### src/wtfp_pkg.sv
package wtfp_pkg;

    // command codes on the input channel
    localparam logic [1:0] CMD_UPDATE = 2'd0;
    localparam logic [1:0] CMD_START  = 2'd1;
    localparam logic [1:0] CMD_STOP   = 2'd2;

    // configuration register map
    localparam int unsigned CFG_IDX_W  = 3;
    localparam int unsigned CFG_DATA_W = 19;
    localparam logic [CFG_IDX_W-1:0] REG_TARGET    = 3'd0;
    localparam logic [CFG_IDX_W-1:0] REG_SLOW_BAND = 3'd1;
    localparam logic [CFG_IDX_W-1:0] REG_DRIP      = 3'd2;
    localparam logic [CFG_IDX_W-1:0] REG_MAX_SPEED = 3'd3;
    localparam logic [CFG_IDX_W-1:0] REG_RAMP_STEP = 3'd4;

    // field widths
    localparam int unsigned BAND_W  = 19;
    localparam int unsigned SPEED_W = 7;
    localparam int unsigned LEVEL_W = 7;
    localparam int unsigned CODE_W  = 12;
    localparam int unsigned DAC_W   = 16;
    localparam int unsigned TIME_W  = 32;

    // reset values
    localparam logic [BAND_W-1:0]  RST_TARGET    = 19'd0;
    localparam logic [BAND_W-1:0]  RST_SLOW_BAND = 19'd100;
    localparam logic [BAND_W-1:0]  RST_DRIP      = 19'd0;
    localparam logic [SPEED_W-1:0] RST_MAX_SPEED = 7'd0;
    localparam logic [SPEED_W-1:0] RST_RAMP_STEP = 7'd1;

    // fixed constants of the control law
    localparam logic [DAC_W-1:0]   DAC_FRAME      = 16'h3000;
    localparam logic [LEVEL_W-1:0] FULL_SCALE     = 7'd100;
    localparam logic [TIME_W-1:0]  START_DELAY_MS = 32'd20;
    localparam logic [CODE_W-1:0]  CODE_MAX       = 12'hFFF;

    // serial divider: quotient width and step counts
    localparam int unsigned QUO_W      = 13;
    localparam int unsigned CNT_W      = 4;
    localparam int unsigned SLOW_STEPS = 7;
    localparam int unsigned CODE_STEPS = 13;
    // x*40/100 == (2x)/5
    localparam int unsigned CODE_DIVISOR = 5;

endpackage

### src/wtfp_if.sv
interface wtfp_in_if #(
    parameter int WEIGHT_BITS = 20
);
    logic                          valid;
    logic                          ready;
    logic [1:0]                    command;
    logic signed [WEIGHT_BITS-1:0] weight;
    logic [31:0]                   now_ms;

    modport source (output valid, command, weight, now_ms, input ready);
    modport sink   (input valid, command, weight, now_ms, output ready);
endinterface

interface wtfp_out_if;
    logic        valid;
    logic        ready;
    logic [15:0] dac_word;
    logic        run_enable;
    logic        filling;
    logic        beep;

    modport source (output valid, dac_word, run_enable, filling, beep, input ready);
    modport sink   (input valid, dac_word, run_enable, filling, beep, output ready);
endinterface

interface wtfp_cfg_if;
    logic                               valid;
    logic                               ready;
    logic [wtfp_pkg::CFG_IDX_W-1:0]     index;
    logic [wtfp_pkg::CFG_DATA_W-1:0]    data;

    modport source (output valid, index, data, input ready);
    modport sink   (input valid, index, data, output ready);
endinterface

### src/weight_target_fill_pump_control.sv
// Fill pump controller: drives a pump DAC until a scale reaches a target weight.
// Channels: i_in (command, weight, now_ms), o_out (dac_word, run_enable, filling,
// beep), i_cfg (register index + data, always ready; the user writes it only while
// idle, which the block leaves unchecked). One result beat per input beat, in order.
// Throughput: one input beat at a time. Start, stop, idle updates, unused commands
// and the update that reaches the target pass from the prepare state straight to
// the done state, where the result is loaded. A tapering update runs the slowdown
// quotient through the bit-serial divider and then the DAC code (2*f*max_speed/5),
// one quotient bit per cycle. A saturated taper or a zero band skips the first
// division.
// The output register parts the channels: a new beat is taken while the previous
// result still waits. If the receiver stalls, the finished result is held in the
// controller until the output register frees up.
// Reset (i_rst_n low, synchronous): registers go to their documented defaults,
// the fill cycle is inactive, speed code 0, run line low, no result pending.
module weight_target_fill_pump_control #(
    parameter int WEIGHT_BITS = 20
) (
    input  logic          i_clk,
    input  logic          i_rst_n,
    wtfp_in_if.sink       i_in,
    wtfp_out_if.source    o_out,
    wtfp_cfg_if.sink      i_cfg
);

    localparam int DW = ((WEIGHT_BITS > 20) ? WEIGHT_BITS : 20) + 2;
    localparam int RW = DW + 7;

    typedef enum logic [7:0] {
        S_IDLE  = 8'b0000_0001,
        S_PREP  = 8'b0000_0010,
        S_SCALE = 8'b0000_0100,
        S_CHK   = 8'b0000_1000,
        S_DIV1  = 8'b0001_0000,
        S_MUL   = 8'b0010_0000,
        S_DIV2  = 8'b0100_0000,
        S_DONE  = 8'b1000_0000
    } t_state;

    t_state r_state;

    // configuration
    logic [wtfp_pkg::BAND_W-1:0]  r_target, r_band, r_drip;
    logic [wtfp_pkg::SPEED_W-1:0] r_max_speed, r_step;

    // controller state
    logic                          r_active;
    logic [wtfp_pkg::LEVEL_W-1:0]  r_ramp;
    logic [wtfp_pkg::TIME_W-1:0]   r_begin;
    logic [wtfp_pkg::CODE_W-1:0]   r_speed;
    logic                          r_enable;
    logic                          r_beep;

    // latched input beat
    logic [1:0]                    r_cmd;
    logic signed [WEIGHT_BITS-1:0] r_w;
    logic [wtfp_pkg::TIME_W-1:0]   r_now;

    // datapath
    logic [DW-2:0]                 r_d;
    logic [RW-1:0]                 r_rem, r_dsr;
    logic [wtfp_pkg::QUO_W-1:0]    r_quo;
    logic [wtfp_pkg::CNT_W-1:0]    r_cnt;
    logic [wtfp_pkg::LEVEL_W-1:0]  r_slow;

    // output register
    logic                          r_ovalid;
    logic [wtfp_pkg::DAC_W-1:0]    r_odac;
    logic                          r_orun, r_ofill, r_obeep;

    logic                          in_acc, cfg_acc, out_free;
    logic signed [DW-1:0]          w_ext, tgt_ext, band_ext, drip_ext, d_raw;
    logic                          stop_hit, en_hit;
    logic [wtfp_pkg::LEVEL_W:0]    ramp_sum;
    logic [wtfp_pkg::LEVEL_W-1:0]  ramp_new;
    logic [wtfp_pkg::TIME_W-1:0]   elapsed;
    logic [RW-1:0]                 num100, band_sh7;
    logic                          div_ge;
    logic [RW-1:0]                 n_rem;
    logic [wtfp_pkg::QUO_W-1:0]    n_quo;
    logic [wtfp_pkg::LEVEL_W-1:0]  frac;
    logic [2*wtfp_pkg::SPEED_W-1:0] prod;
    logic [wtfp_pkg::CODE_W-1:0]   code_sat;

    assign in_acc   = i_in.valid && i_in.ready;
    assign cfg_acc  = i_cfg.valid && i_cfg.ready;
    assign out_free = !r_ovalid || o_out.ready;

    assign i_in.ready  = (r_state == S_IDLE);
    assign i_cfg.ready = 1'b1;

    assign o_out.valid      = r_ovalid;
    assign o_out.dac_word   = r_odac;
    assign o_out.run_enable = r_orun;
    assign o_out.filling    = r_ofill;
    assign o_out.beep       = r_obeep;

    // weight arithmetic, signed at DW bits
    always_comb begin
        w_ext    = DW'(r_w);
        tgt_ext  = signed'(DW'(r_target));
        band_ext = signed'(DW'(r_band));
        drip_ext = signed'(DW'(r_drip));
        d_raw    = w_ext - tgt_ext + band_ext;
        stop_hit = (w_ext >= (tgt_ext - drip_ext));
    end

    // ramp and start delay
    assign ramp_sum = {1'b0, r_ramp} + {1'b0, r_step};
    assign ramp_new = (ramp_sum > {1'b0, wtfp_pkg::FULL_SCALE}) ?
                      wtfp_pkg::FULL_SCALE : ramp_sum[wtfp_pkg::LEVEL_W-1:0];
    assign elapsed  = r_now - r_begin;
    assign en_hit   = (elapsed > wtfp_pkg::START_DELAY_MS);

    // 100*d as shift-add, and the saturation threshold band*128
    assign num100   = (RW'(r_d) << 6) + (RW'(r_d) << 5) + (RW'(r_d) << 2);
    assign band_sh7 = RW'(r_band) << 7;

    // one restoring divider step
    assign div_ge = (r_rem >= r_dsr);
    assign n_rem  = div_ge ? (r_rem - r_dsr) : r_rem;
    assign n_quo  = {r_quo[wtfp_pkg::QUO_W-2:0], div_ge};

    // speed fraction and DAC code (code taken from the quotient after the last step)
    assign frac     = (r_ramp > r_slow) ? (r_ramp - r_slow) : '0;
    assign prod     = (2*wtfp_pkg::SPEED_W)'(frac) * (2*wtfp_pkg::SPEED_W)'(r_max_speed);
    assign code_sat = n_quo[wtfp_pkg::QUO_W-1] ? wtfp_pkg::CODE_MAX :
                      n_quo[wtfp_pkg::CODE_W-1:0];

    // configuration registers
    always_ff @(posedge i_clk) begin
        if (!i_rst_n) begin
            r_target    <= wtfp_pkg::RST_TARGET;
            r_band      <= wtfp_pkg::RST_SLOW_BAND;
            r_drip      <= wtfp_pkg::RST_DRIP;
            r_max_speed <= wtfp_pkg::RST_MAX_SPEED;
            r_step      <= wtfp_pkg::RST_RAMP_STEP;
        end else if (cfg_acc) begin
            case (i_cfg.index)
                wtfp_pkg::REG_TARGET:    r_target    <= i_cfg.data;
                wtfp_pkg::REG_SLOW_BAND: r_band      <= i_cfg.data;
                wtfp_pkg::REG_DRIP:      r_drip      <= i_cfg.data;
                wtfp_pkg::REG_MAX_SPEED: r_max_speed <= i_cfg.data[wtfp_pkg::SPEED_W-1:0];
                wtfp_pkg::REG_RAMP_STEP: r_step      <= i_cfg.data[wtfp_pkg::SPEED_W-1:0];
                default: ;
            endcase
        end
    end

    // input beat capture
    always_ff @(posedge i_clk) begin
        if (in_acc) begin
            r_cmd <= i_in.command;
            r_w   <= i_in.weight;
            r_now <= i_in.now_ms;
        end
    end

    // sequencer and controller state
    always_ff @(posedge i_clk) begin
        if (!i_rst_n) begin
            r_state  <= S_IDLE;
            r_active <= 1'b0;
            r_ramp   <= '0;
            r_begin  <= '0;
            r_speed  <= '0;
            r_enable <= 1'b0;
            r_beep   <= 1'b0;
        end else begin
            case (r_state)
                S_IDLE: begin
                    if (in_acc) begin
                        r_state <= S_PREP;
                    end
                end
                S_PREP: begin
                    r_beep  <= 1'b0;
                    r_state <= S_DONE;
                    case (r_cmd)
                        wtfp_pkg::CMD_START: begin
                            r_active <= 1'b1;
                            r_begin  <= r_now;
                            r_ramp   <= '0;
                        end
                        wtfp_pkg::CMD_STOP: begin
                            r_active <= 1'b0;
                            r_enable <= 1'b0;
                            r_speed  <= '0;
                        end
                        wtfp_pkg::CMD_UPDATE: begin
                            if (r_active) begin
                                r_ramp <= ramp_new;
                                if (stop_hit) begin
                                    r_beep   <= 1'b1;
                                    r_active <= 1'b0;
                                    r_enable <= 1'b0;
                                    r_speed  <= '0;
                                end else begin
                                    if (en_hit) begin
                                        r_enable <= 1'b1;
                                    end
                                    r_state <= S_SCALE;
                                end
                            end
                        end
                        default: ;
                    endcase
                end
                S_SCALE: r_state <= S_CHK;
                S_CHK: begin
                    if (r_band == '0 || r_rem >= band_sh7) begin
                        r_state <= S_MUL;
                    end else begin
                        r_state <= S_DIV1;
                    end
                end
                S_DIV1: begin
                    if (r_cnt == wtfp_pkg::CNT_W'(1)) begin
                        r_state <= S_MUL;
                    end
                end
                S_MUL: r_state <= S_DIV2;
                S_DIV2: begin
                    if (r_cnt == wtfp_pkg::CNT_W'(1)) begin
                        r_speed <= code_sat;
                        r_state <= S_DONE;
                    end
                end
                S_DONE: begin
                    if (out_free) begin
                        r_state <= S_IDLE;
                    end
                end
                default: r_state <= S_IDLE;
            endcase
        end
    end

    // serial datapath
    always_ff @(posedge i_clk) begin
        case (r_state)
            S_PREP: begin
                r_d <= d_raw[DW-1] ? '0 : d_raw[DW-2:0];
            end
            S_SCALE: begin
                r_rem <= num100;
            end
            S_CHK: begin
                r_quo <= '0;
                r_dsr <= RW'(r_band) << (wtfp_pkg::SLOW_STEPS - 1);
                r_cnt <= wtfp_pkg::CNT_W'(wtfp_pkg::SLOW_STEPS);
                if (r_band == '0) begin
                    r_slow <= (r_rem != '0) ? wtfp_pkg::FULL_SCALE : '0;
                end else begin
                    r_slow <= wtfp_pkg::FULL_SCALE;
                end
            end
            S_DIV1: begin
                r_rem <= n_rem;
                r_quo <= n_quo;
                r_dsr <= r_dsr >> 1;
                r_cnt <= r_cnt - wtfp_pkg::CNT_W'(1);
                if (r_cnt == wtfp_pkg::CNT_W'(1)) begin
                    r_slow <= (n_quo[wtfp_pkg::LEVEL_W-1:0] > wtfp_pkg::FULL_SCALE) ?
                              wtfp_pkg::FULL_SCALE : n_quo[wtfp_pkg::LEVEL_W-1:0];
                end
            end
            S_MUL: begin
                r_rem <= RW'({prod, 1'b0});
                r_dsr <= RW'(wtfp_pkg::CODE_DIVISOR) << (wtfp_pkg::CODE_STEPS - 1);
                r_quo <= '0;
                r_cnt <= wtfp_pkg::CNT_W'(wtfp_pkg::CODE_STEPS);
            end
            S_DIV2: begin
                r_rem <= n_rem;
                r_quo <= n_quo;
                r_dsr <= r_dsr >> 1;
                r_cnt <= r_cnt - wtfp_pkg::CNT_W'(1);
            end
            default: ;
        endcase
    end

    // output register
    always_ff @(posedge i_clk) begin
        if (!i_rst_n) begin
            r_ovalid <= 1'b0;
        end else if (r_state == S_DONE && out_free) begin
            r_ovalid <= 1'b1;
        end else if (o_out.ready) begin
            r_ovalid <= 1'b0;
        end
    end

    always_ff @(posedge i_clk) begin
        if (r_state == S_DONE && out_free) begin
            r_odac  <= wtfp_pkg::DAC_FRAME | wtfp_pkg::DAC_W'(r_speed);
            r_orun  <= r_enable;
            r_ofill <= r_active;
            r_obeep <= r_beep;
        end
    end

endmodule

### src/flat_wrapper.sv
// flat-port wrapper written by rule: the top's interface ports become plain ports
module weight_target_fill_pump_control_flat 
#(
    parameter int WEIGHT_BITS = 20
)
  (i_clk, i_rst_n, i_in_valid, i_in_command, i_in_weight, i_in_now_ms, i_in_ready, o_out_valid, o_out_dac_word, o_out_run_enable, o_out_filling, o_out_beep, o_out_ready, i_cfg_valid, i_cfg_index, i_cfg_data, i_cfg_ready);
  wtfp_in_if #(.WEIGHT_BITS(WEIGHT_BITS)) i_in_i ();
  wtfp_out_if o_out_i ();
  wtfp_cfg_if i_cfg_i ();
  input  logic i_clk;
  input  logic i_rst_n;
  input wire logic [$bits(i_in_i.valid)-1:0] i_in_valid;
  input wire logic [$bits(i_in_i.command)-1:0] i_in_command;
  input wire logic [$bits(i_in_i.weight)-1:0] i_in_weight;
  input wire logic [$bits(i_in_i.now_ms)-1:0] i_in_now_ms;
  output wire logic [$bits(i_in_i.ready)-1:0] i_in_ready;
  output wire logic [$bits(o_out_i.valid)-1:0] o_out_valid;
  output wire logic [$bits(o_out_i.dac_word)-1:0] o_out_dac_word;
  output wire logic [$bits(o_out_i.run_enable)-1:0] o_out_run_enable;
  output wire logic [$bits(o_out_i.filling)-1:0] o_out_filling;
  output wire logic [$bits(o_out_i.beep)-1:0] o_out_beep;
  input wire logic [$bits(o_out_i.ready)-1:0] o_out_ready;
  input wire logic [$bits(i_cfg_i.valid)-1:0] i_cfg_valid;
  input wire logic [$bits(i_cfg_i.index)-1:0] i_cfg_index;
  input wire logic [$bits(i_cfg_i.data)-1:0] i_cfg_data;
  output wire logic [$bits(i_cfg_i.ready)-1:0] i_cfg_ready;
  assign i_in_i.valid = i_in_valid;
  assign i_in_i.command = i_in_command;
  assign i_in_i.weight = i_in_weight;
  assign i_in_i.now_ms = i_in_now_ms;
  assign i_in_ready = i_in_i.ready;
  assign o_out_valid = o_out_i.valid;
  assign o_out_dac_word = o_out_i.dac_word;
  assign o_out_run_enable = o_out_i.run_enable;
  assign o_out_filling = o_out_i.filling;
  assign o_out_beep = o_out_i.beep;
  assign o_out_i.ready = o_out_ready;
  assign i_cfg_i.valid = i_cfg_valid;
  assign i_cfg_i.index = i_cfg_index;
  assign i_cfg_i.data = i_cfg_data;
  assign i_cfg_ready = i_cfg_i.ready;
  weight_target_fill_pump_control #(.WEIGHT_BITS(WEIGHT_BITS)) u_core (.i_clk(i_clk), .i_rst_n(i_rst_n), .i_in(i_in_i), .o_out(o_out_i), .i_cfg(i_cfg_i));
endmodule
### config.mk
export PLATFORM = sky130hd
export DESIGN_NAME = weight_target_fill_pump_control_flat
export DESIGN_NICKNAME = d
export VERILOG_FILES = /design/src/wtfp_pkg.sv /design/src/wtfp_if.sv /design/src/weight_target_fill_pump_control.sv /design/src/flat_wrapper.sv
export SDC_FILE = /design/constraint.sdc
export NUM_CORES = 1
export LEC_CHECK = 0
export BUFFER_PORTS_ARGS = -buffer_cell sky130_fd_sc_hd__clkbuf_2
export CAP_MARGIN = 10
export CORE_ASPECT_RATIO = 1.1
export CORE_MARGIN = 3
export CORE_UTILIZATION = 50
export CTS_CLUSTER_DIAMETER = 120
export DETAILED_ROUTE_END_ITERATION = 6
export HOLD_SLACK_MARGIN = 0.1
export PLACE_DENSITY = 0.67
export SLEW_MARGIN = 0
export SYNTH_ARGS = -nofsm -noshare
export SYNTH_HDL_FRONTEND = slang
export SYNTH_SLANG_ARGS = --single-unit
export TNS_END_PERCENT = 30
### constraint.sdc
create_clock -name i_clk -period 10.95 [get_ports i_clk]
set_clock_uncertainty 0.05 [all_clocks]
set_input_delay 0 -clock i_clk [delete_from_list [all_inputs] [get_ports i_clk]]
set_output_delay 0 -clock i_clk [all_outputs]
set_load 0.01 [all_outputs]
Word-level counts from Yosys, hierarchy flattened
Index checks and enable logic that the tools add are counted.
W data, S select, Z words.

word-level totals
  bits in registers = 305
  latch bits = 0
  RAM bits = 0
  bits in read-only memories = 0
  bits of input ports = 81
  memories kept = 0

operators by class
  $add $sub $neg = 10
  $mul = 1
  div/mod/pow operators = 0
  $lt $le $gt $ge = 7
  equal/unequal tests = 25
  shifts and indexed selects = 0
  multiplexer cells = 41
  bitwise logic cells = 0
  reductions and logical operators = 33

operator list
  kind                   count
  $pmux W29 S3           2
  $pmux W12 S2           3
  $pmux W8 S8            1
  $mux W8                7
  $mux W7                7
  $mux W12               4
  $gt A32 B5 Y1 const B  1
  $sub A32 B32 Y32       1
  $add A29 B23 Y29       1
  $ge A29 B26 Y1         1
  $ge A29 B29 Y1         1
  $mux W29               1
  $reduce_bool A29 Y1    1
  $sub A29 B29 Y29       1
  $add A27 B26 Y28       1
  $pmux W7 S2            2
  $add A22 B20 Y22       1
  $sub A20 B20 Y21       1
  $ge A20 B20 Y1         1
  $sub A19 B19 Y20       1
  $logic_not A19 Y1      1
  $reduce_and A2 Y1      9
  $mul A7 B7 Y14         1
  $pmux W4 S3            1
  other kinds (40)       66

Longest topological paths before layout
  depth in word-level cells = 6
  depth in mapped cells = 31
  gate-level depth less buffers = 31

Least setup slack after synthesis
No wires, ideal clock.

  path type = flip-flop to flip-flop
  start = register u_core.r_slow[1] in the netlist's numbering
  end = register u_core.r_rem[13] (data pin)
  arrival = 5,839 ps
  required time = 10,646 ps
  slack = 4,807 ps
  stages on the path, launching flop included = 31
  buffers on the path = 0
  period minus slack after synthesis = 6,143 ps
  cells stage by stage = edfxtp_1 inv_1 ha_1 nor2b_1 o21ai_0 nand2b_1 a21o_1 a21o_1 a21oi_1 nor2b_1 o22ai_1 nor3_1 nand2_1 fa_1 fa_1 inv_1 fa_1 inv_1 fa_1 inv_1 ha_1 inv_1 a21oi_1 o21ai_0 a21boi_0 o21ai_0 nand2b_1 a21o_1 a21oi_1 xnor2_1 a21o_1

between the ends
  longest elaborated chain between the ends = 4
  elaborated cells on any way between the ends = 5
  those cells by class = add/sub (1); mul (1); order compare (1); mux (2)

RTL lines
  element                                        RTL line                                text
  from (decl)                                    weight_target_fill_pump_control.sv:64   logic [wtfp_pkg::LEVEL_W-1:0] r_slow;
  from (signal assigned)                         weight_target_fill_pump_control.sv:253  r_slow <= (r_rem != '0) ? wtfp_pkg::FULL_SCALE : '0;
  from (signal assigned)                         weight_target_fill_pump_control.sv:255  r_slow <= wtfp_pkg::FULL_SCALE;
  from (signal assigned)                         weight_target_fill_pump_control.sv:264  r_slow <= (n_quo[wtfp_pkg::LEVEL_W-1:0] > wtfp_pkg::FULL_SCALE) ?
  $sub A7 B7 Y7 or $gt A7 B7 Y1 (tied branches)  weight_target_fill_pump_control.sv:125  assign frac = (r_ramp > r_slow) ? (r_ramp - r_slow) : '0;
  $mux W7 (*)                                    weight_target_fill_pump_control.sv:125
  $mul A7 B7 Y14 (*)                             weight_target_fill_pump_control.sv:126  assign prod = (2*wtfp_pkg::SPEED_W)'(frac) * (2*wtfp_pkg::SPEED_W)'(r_max_speed);
  $pmux W29 S3 (*)                               weight_target_fill_pump_control.sv:241  case (r_state)
  to (signal assigned)                           weight_target_fill_pump_control.sv:246  r_rem <= num100;
  to (signal assigned)                           weight_target_fill_pump_control.sv:259  r_rem <= n_rem;
  to (signal assigned)                           weight_target_fill_pump_control.sv:269  r_rem <= RW'({prod, 1'b0});
  to (decl)                                      weight_target_fill_pump_control.sv:61   logic [RW-1:0] r_rem, r_dsr;

Every way passes the cells marked *; elsewhere a longest branch is shown, timed or not.
A chain may end at the register's enable or synchronous reset.

Worst setup path in the final report
  start = register u_core.r_target[0] in the netlist's numbering
  end = register u_core.r_speed[0] in the netlist's numbering

between the ends
  longest elaborated chain between the ends = 4

RTL lines
  element                      RTL line                                text
  from (decl)                  weight_target_fill_pump_control.sv:43   logic [wtfp_pkg::BAND_W-1:0] r_target, r_band, r_drip;
  from (signal assigned)       weight_target_fill_pump_control.sv:133  r_target <= wtfp_pkg::RST_TARGET;
  from (signal assigned)       weight_target_fill_pump_control.sv:140  wtfp_pkg::REG_TARGET: r_target <= i_cfg.data;
  $sub A19 B19 Y20             weight_target_fill_pump_control.sv:105  stop_hit = (w_ext >= (tgt_ext - drip_ext));
  $ge A20 B20 Y1               weight_target_fill_pump_control.sv:105
  $ne A3 B2 Y1 (no line)       -
  $reduce_and A5 Y1 (no line)  -
  to (signal assigned)         weight_target_fill_pump_control.sv:225  r_speed <= code_sat;
  to (decl)                    weight_target_fill_pump_control.sv:50   logic [wtfp_pkg::CODE_W-1:0] r_speed;

Every way passes these cells.

==> run_results.csv <==
group,metric,value,unit
worst_setup_path,cp-start-kind,"flop",
logic_synthesis,yosysSeqAreaShare,36.1,%
logic_synthesis,postSynthAreaPerCell,8.95,um2
cells_and_area,stdcell_count,3138,
sta,slew_headroom,18.4,%
logic_synthesis,synthArstFlopShare,0,%
sta,finalSetupTns,0,ns
cells_and_area,final_common_cell,"nand2_1",
cts,ctsHtreeMaxLevel,2,
cts,cts_sinks,301,
floorplanning,rows,78,
logic_synthesis,synth-seq-cells,301,
route,drt-total-wl,54000,um
logic_synthesis,synth-simple-area-share,16.5,%
place,dp.final_hpwl,40000,um
logic_synthesis,synth_cells,2381,
hold_path,hold_path.class,"in -> reg",
logic_synthesis,synth_compound_area_share,19.2,%
cells_and_area,utilization,58.4,%
floorplanning,initial_core_util,51.1,%
power_and_ir_drop,irDropWorstVdd,0.141,mV
cts,cts-root-buf,"clkbuf_16",
cts,ctsResizeCount,0,
route,wire_per_inst,17.2,um
sta,tightest_slew,1.22,ns
route,drt_iter0_markers,1049,
sta,max_freq,147,MHz
route,firstDrtPassIters,5,
cells_and_area,drive_gt1_share,7.45,%
route,drc,0,
logic_synthesis,synth_top_family_by_area,"compound AO/OA/AOI/OAI gates",
cts,cts.clk_slew.worst_paths,0.06,ns
power_and_ir_drop,leakage,10.2,nW
sta,slew_violations,0,
logic_synthesis,synthesis.area,21300,um2
logic_synthesis,synth_xor_area_share,5.76,%
worst_setup_path,critPathTopFamily,"compound AO/OA/AOI/OAI gates",
worst_setup_path,slowest_stage,"a21oi_1",
worst_setup_path,critPathMaxFanout,12,
floorplanning,core-area,41700,um2
sta,post-route-min-period,6.82,ns
cts,cts.path.max_buffers,3,
global_routing,grt_pass1_vias,17710,
logic_synthesis,synth_fa_ha_area_share,17.1,%
worst_setup_path,worstPathRequired,11.34,ns
place,port_buffers,97,
floorplanning,die_area,45100,um2
worst_setup_path,cp-end-kind,"flop",
global_routing,grt_pass1_wl,87700,um
sta,rsz0062_at_grt,"no",
cts,cts_buffers,35,
cells_and_area,layout_common_cells,"292 x nand2_1, 239 x ha_1, 230 x a21oi_1",
route,ant_nets,0,
floorplanning,die_y,222,um
cts,tritoncts,"built",
power_and_ir_drop,powerDensity,136,nW/um2
worst_setup_path,crit_path_max_incr_delay,0.79,ns
sta,finalCritPeriodShare,62.3,%
global_routing,grtUsageTotal,23.6,%
sta,final-setup-viol-count,0,
cts,post_cts_buffers,0,
logic_synthesis,synthMuxAreaShare,0.429,%
global_routing,grt_max_degree,81,
worst_setup_path,cpMostUsedCell,"a21oi_1",
logic_synthesis,synth.distinct_cells,82,
cells_and_area,syn2layout_area_growth,14.3,%
cts,clk_latency,0.53,ns
sta,hold_viol,0,
logic_synthesis,yosysWarningCount,0,
worst_setup_path,r2r_setup_slack,4.13,ns
route,dr_total_vias,17648,
logic_synthesis,synthFlopType,"edfxtp_1",
cells_and_area,fin_nets,2903,
floorplanning,die_w,203,um
global_routing,overflow,0,
floorplanning,io_pins,103,
worst_setup_path,crit_type,"reg -> reg",
logic_synthesis,synth_edf_count,167,
flow_run,cap_violations,0,
worst_setup_path,path_buf_inv,2,
place,gp_congestion,0.906,
worst_setup_path,worstPathArrival,7.20,ns
cells_and_area,nFillCells,3634,
route,route.detailed.vias_per_inst,5.62,
run_status,status,"finished, final reports clean",
global_routing,antenna_found_initial,2,
place,placedCellCount,2985,
-- cell type report --
type	instances	area [um2]	share of cell area (%)
multi-input combinational	1815	12600	51.7
sequential	301	7700	31.6
timing repair buffer	196	1440	5.93
clock buffer	48	1010	4.14
inverter	201	756	3.10
tap	560	701	2.88
clock inverter	15	159	0.653
antenna	2	5.00	0.0206
-- registers in the layout, indices dropped and copies added (netlist names), 19 cells and up --
| name | count |
|---|---|
| u_core.r_band | 19 |
| u_core.r_target | 19 |
| u_core.r_dsr | 25 |
| u_core.r_d | 21 |
| u_core.r_w | 20 |
| u_core.r_begin | 32 |
| u_core.r_drip | 19 |
| u_core.r_now | 32 |
| u_core.r_rem | 29 |
-- stage by stage --
step           total power (W)  hold slack [ns]  setup WS (ns)  cell area (um2)
2_1_floorplan          0.00192           0.0489           4.81            21300
3_3_place_gp           0.00209            0.127           4.46            22300
3_5_place_dp           0.00211            0.129           4.27            22300
4_1_cts                0.00333            0.105           4.19            24300
5_1_grt                0.00349            0.124           3.57            24300
6_report               0.00331            0.136           4.13            24400
-- worst register-to-register path: stages, from the launching register on --
cell and delay (ns):
dfxtp_1 0.33, inv_1 0.06, ha_1 0.16, inv_1 0.05, fa_1 0.39, a21o_1 0.18, a21oi_1 0.26, o21ai_0 0.13
a31oi_1 0.26, nor2b_1 0.08, o21a_1 0.18, o21ai_0 0.27, a21oi_1 0.16, a41o_1 0.28, o41ai_1 0.32, xor2_1 0.12
ha_1 0.32, nand4_1 0.13, nor2_1 0.17, nand3_1 0.13, or4_1 0.54, o2111ai_1 0.11, xor2_1 0.60, nand2_1 0.25
a21o_1 0.23, a21oi_1 0.79, o2bb2ai_1 0.21
-- logic make-up (layout without fill, tap and decap cells) --
group,Yosys count,after routing
compound gates,637,637
flops,301,301
other cells,2,7
simple gates,752,752
mux,9,9
xor+xnor,140,140
fa+ha+maj,272,272
buf+inv,268,460
-- cells in the mapped netlist, types with 9 or more instances --
| library cell | number | area, um2 |
|---|---|---|
| a211oi_1 | 10 | 75.1 |
| a21boi_0 | 9 | 67.6 |
| a21o_1 | 86 | 646 |
| a21oi_1 | 230 | 1150 |
| a22oi_1 | 10 | 75.1 |
| a31oi_1 | 19 | 119 |
| and2_1 | 55 | 344 |
| and3_1 | 15 | 93.8 |
| clkbuf_1 | 56 | 210 |
| dfxtp_1 | 134 | 2680 |
| edfxtp_1 | 167 | 5010 |
| fa_1 | 33 | 661 |
| ha_1 | 239 | 2990 |
| inv_1 | 200 | 751 |
| nand2_1 | 292 | 1100 |
| nand2b_1 | 34 | 213 |
| nand3_1 | 56 | 280 |
| nand3b_1 | 10 | 75.1 |
| nand4_1 | 22 | 138 |
| nor2_1 | 166 | 623 |
| nor2b_1 | 31 | 194 |
| nor3_1 | 25 | 125 |
| nor4_1 | 18 | 113 |
| o211ai_1 | 13 | 97.6 |
| o21a_1 | 23 | 173 |
| o21ai_0 | 105 | 526 |
| o21bai_1 | 14 | 105 |
| o22ai_1 | 11 | 68.8 |
| o2bb2ai_1 | 12 | 105 |
| o31ai_1 | 9 | 67.6 |
| xnor2_1 | 80 | 701 |
| xor2_1 | 60 | 526 |
-- worst paths after layout --
check                      from                       end  depth (start not counted)
max          u_core.r_target[0]         u_core.r_speed[0]                         26
max reg2reg  u_core.r_target[0]         u_core.r_speed[0]                         26
min reg2reg   u_core.r_speed[2]  u_core.o_out.dac_word[2]                          0
min              i_in_weight[9]             u_core.r_w[9]                          2
-- timing repair --
item | 4_1_cts | 5_1_grt
hold buffers | 87 | 0
setup endpoints to repair | 0 | 0
hold endpoints to repair | 136 | 0
-- power by group --
| part | internal [W] | leakage, nW | total, W | switching (W) |
|---|---|---|---|---|
| registers | 0.00126 | 2.62 | 0.00130 | 0.0000387 |
| logic | 0.000358 | 7.01 | 0.000826 | 0.000467 |
| clock network | 0.000717 | 0.564 | 0.00119 | 0.000471 |
-- layer usage --
layer / track usage [%] / routed length (um)
met5: 0 / 0
met4: 7.76 / 1830
met3: 3.66 / 2590
met2: 41.1 / 26000
met1: 29.9 / 23600
Power figures use the tool's default switching activity.
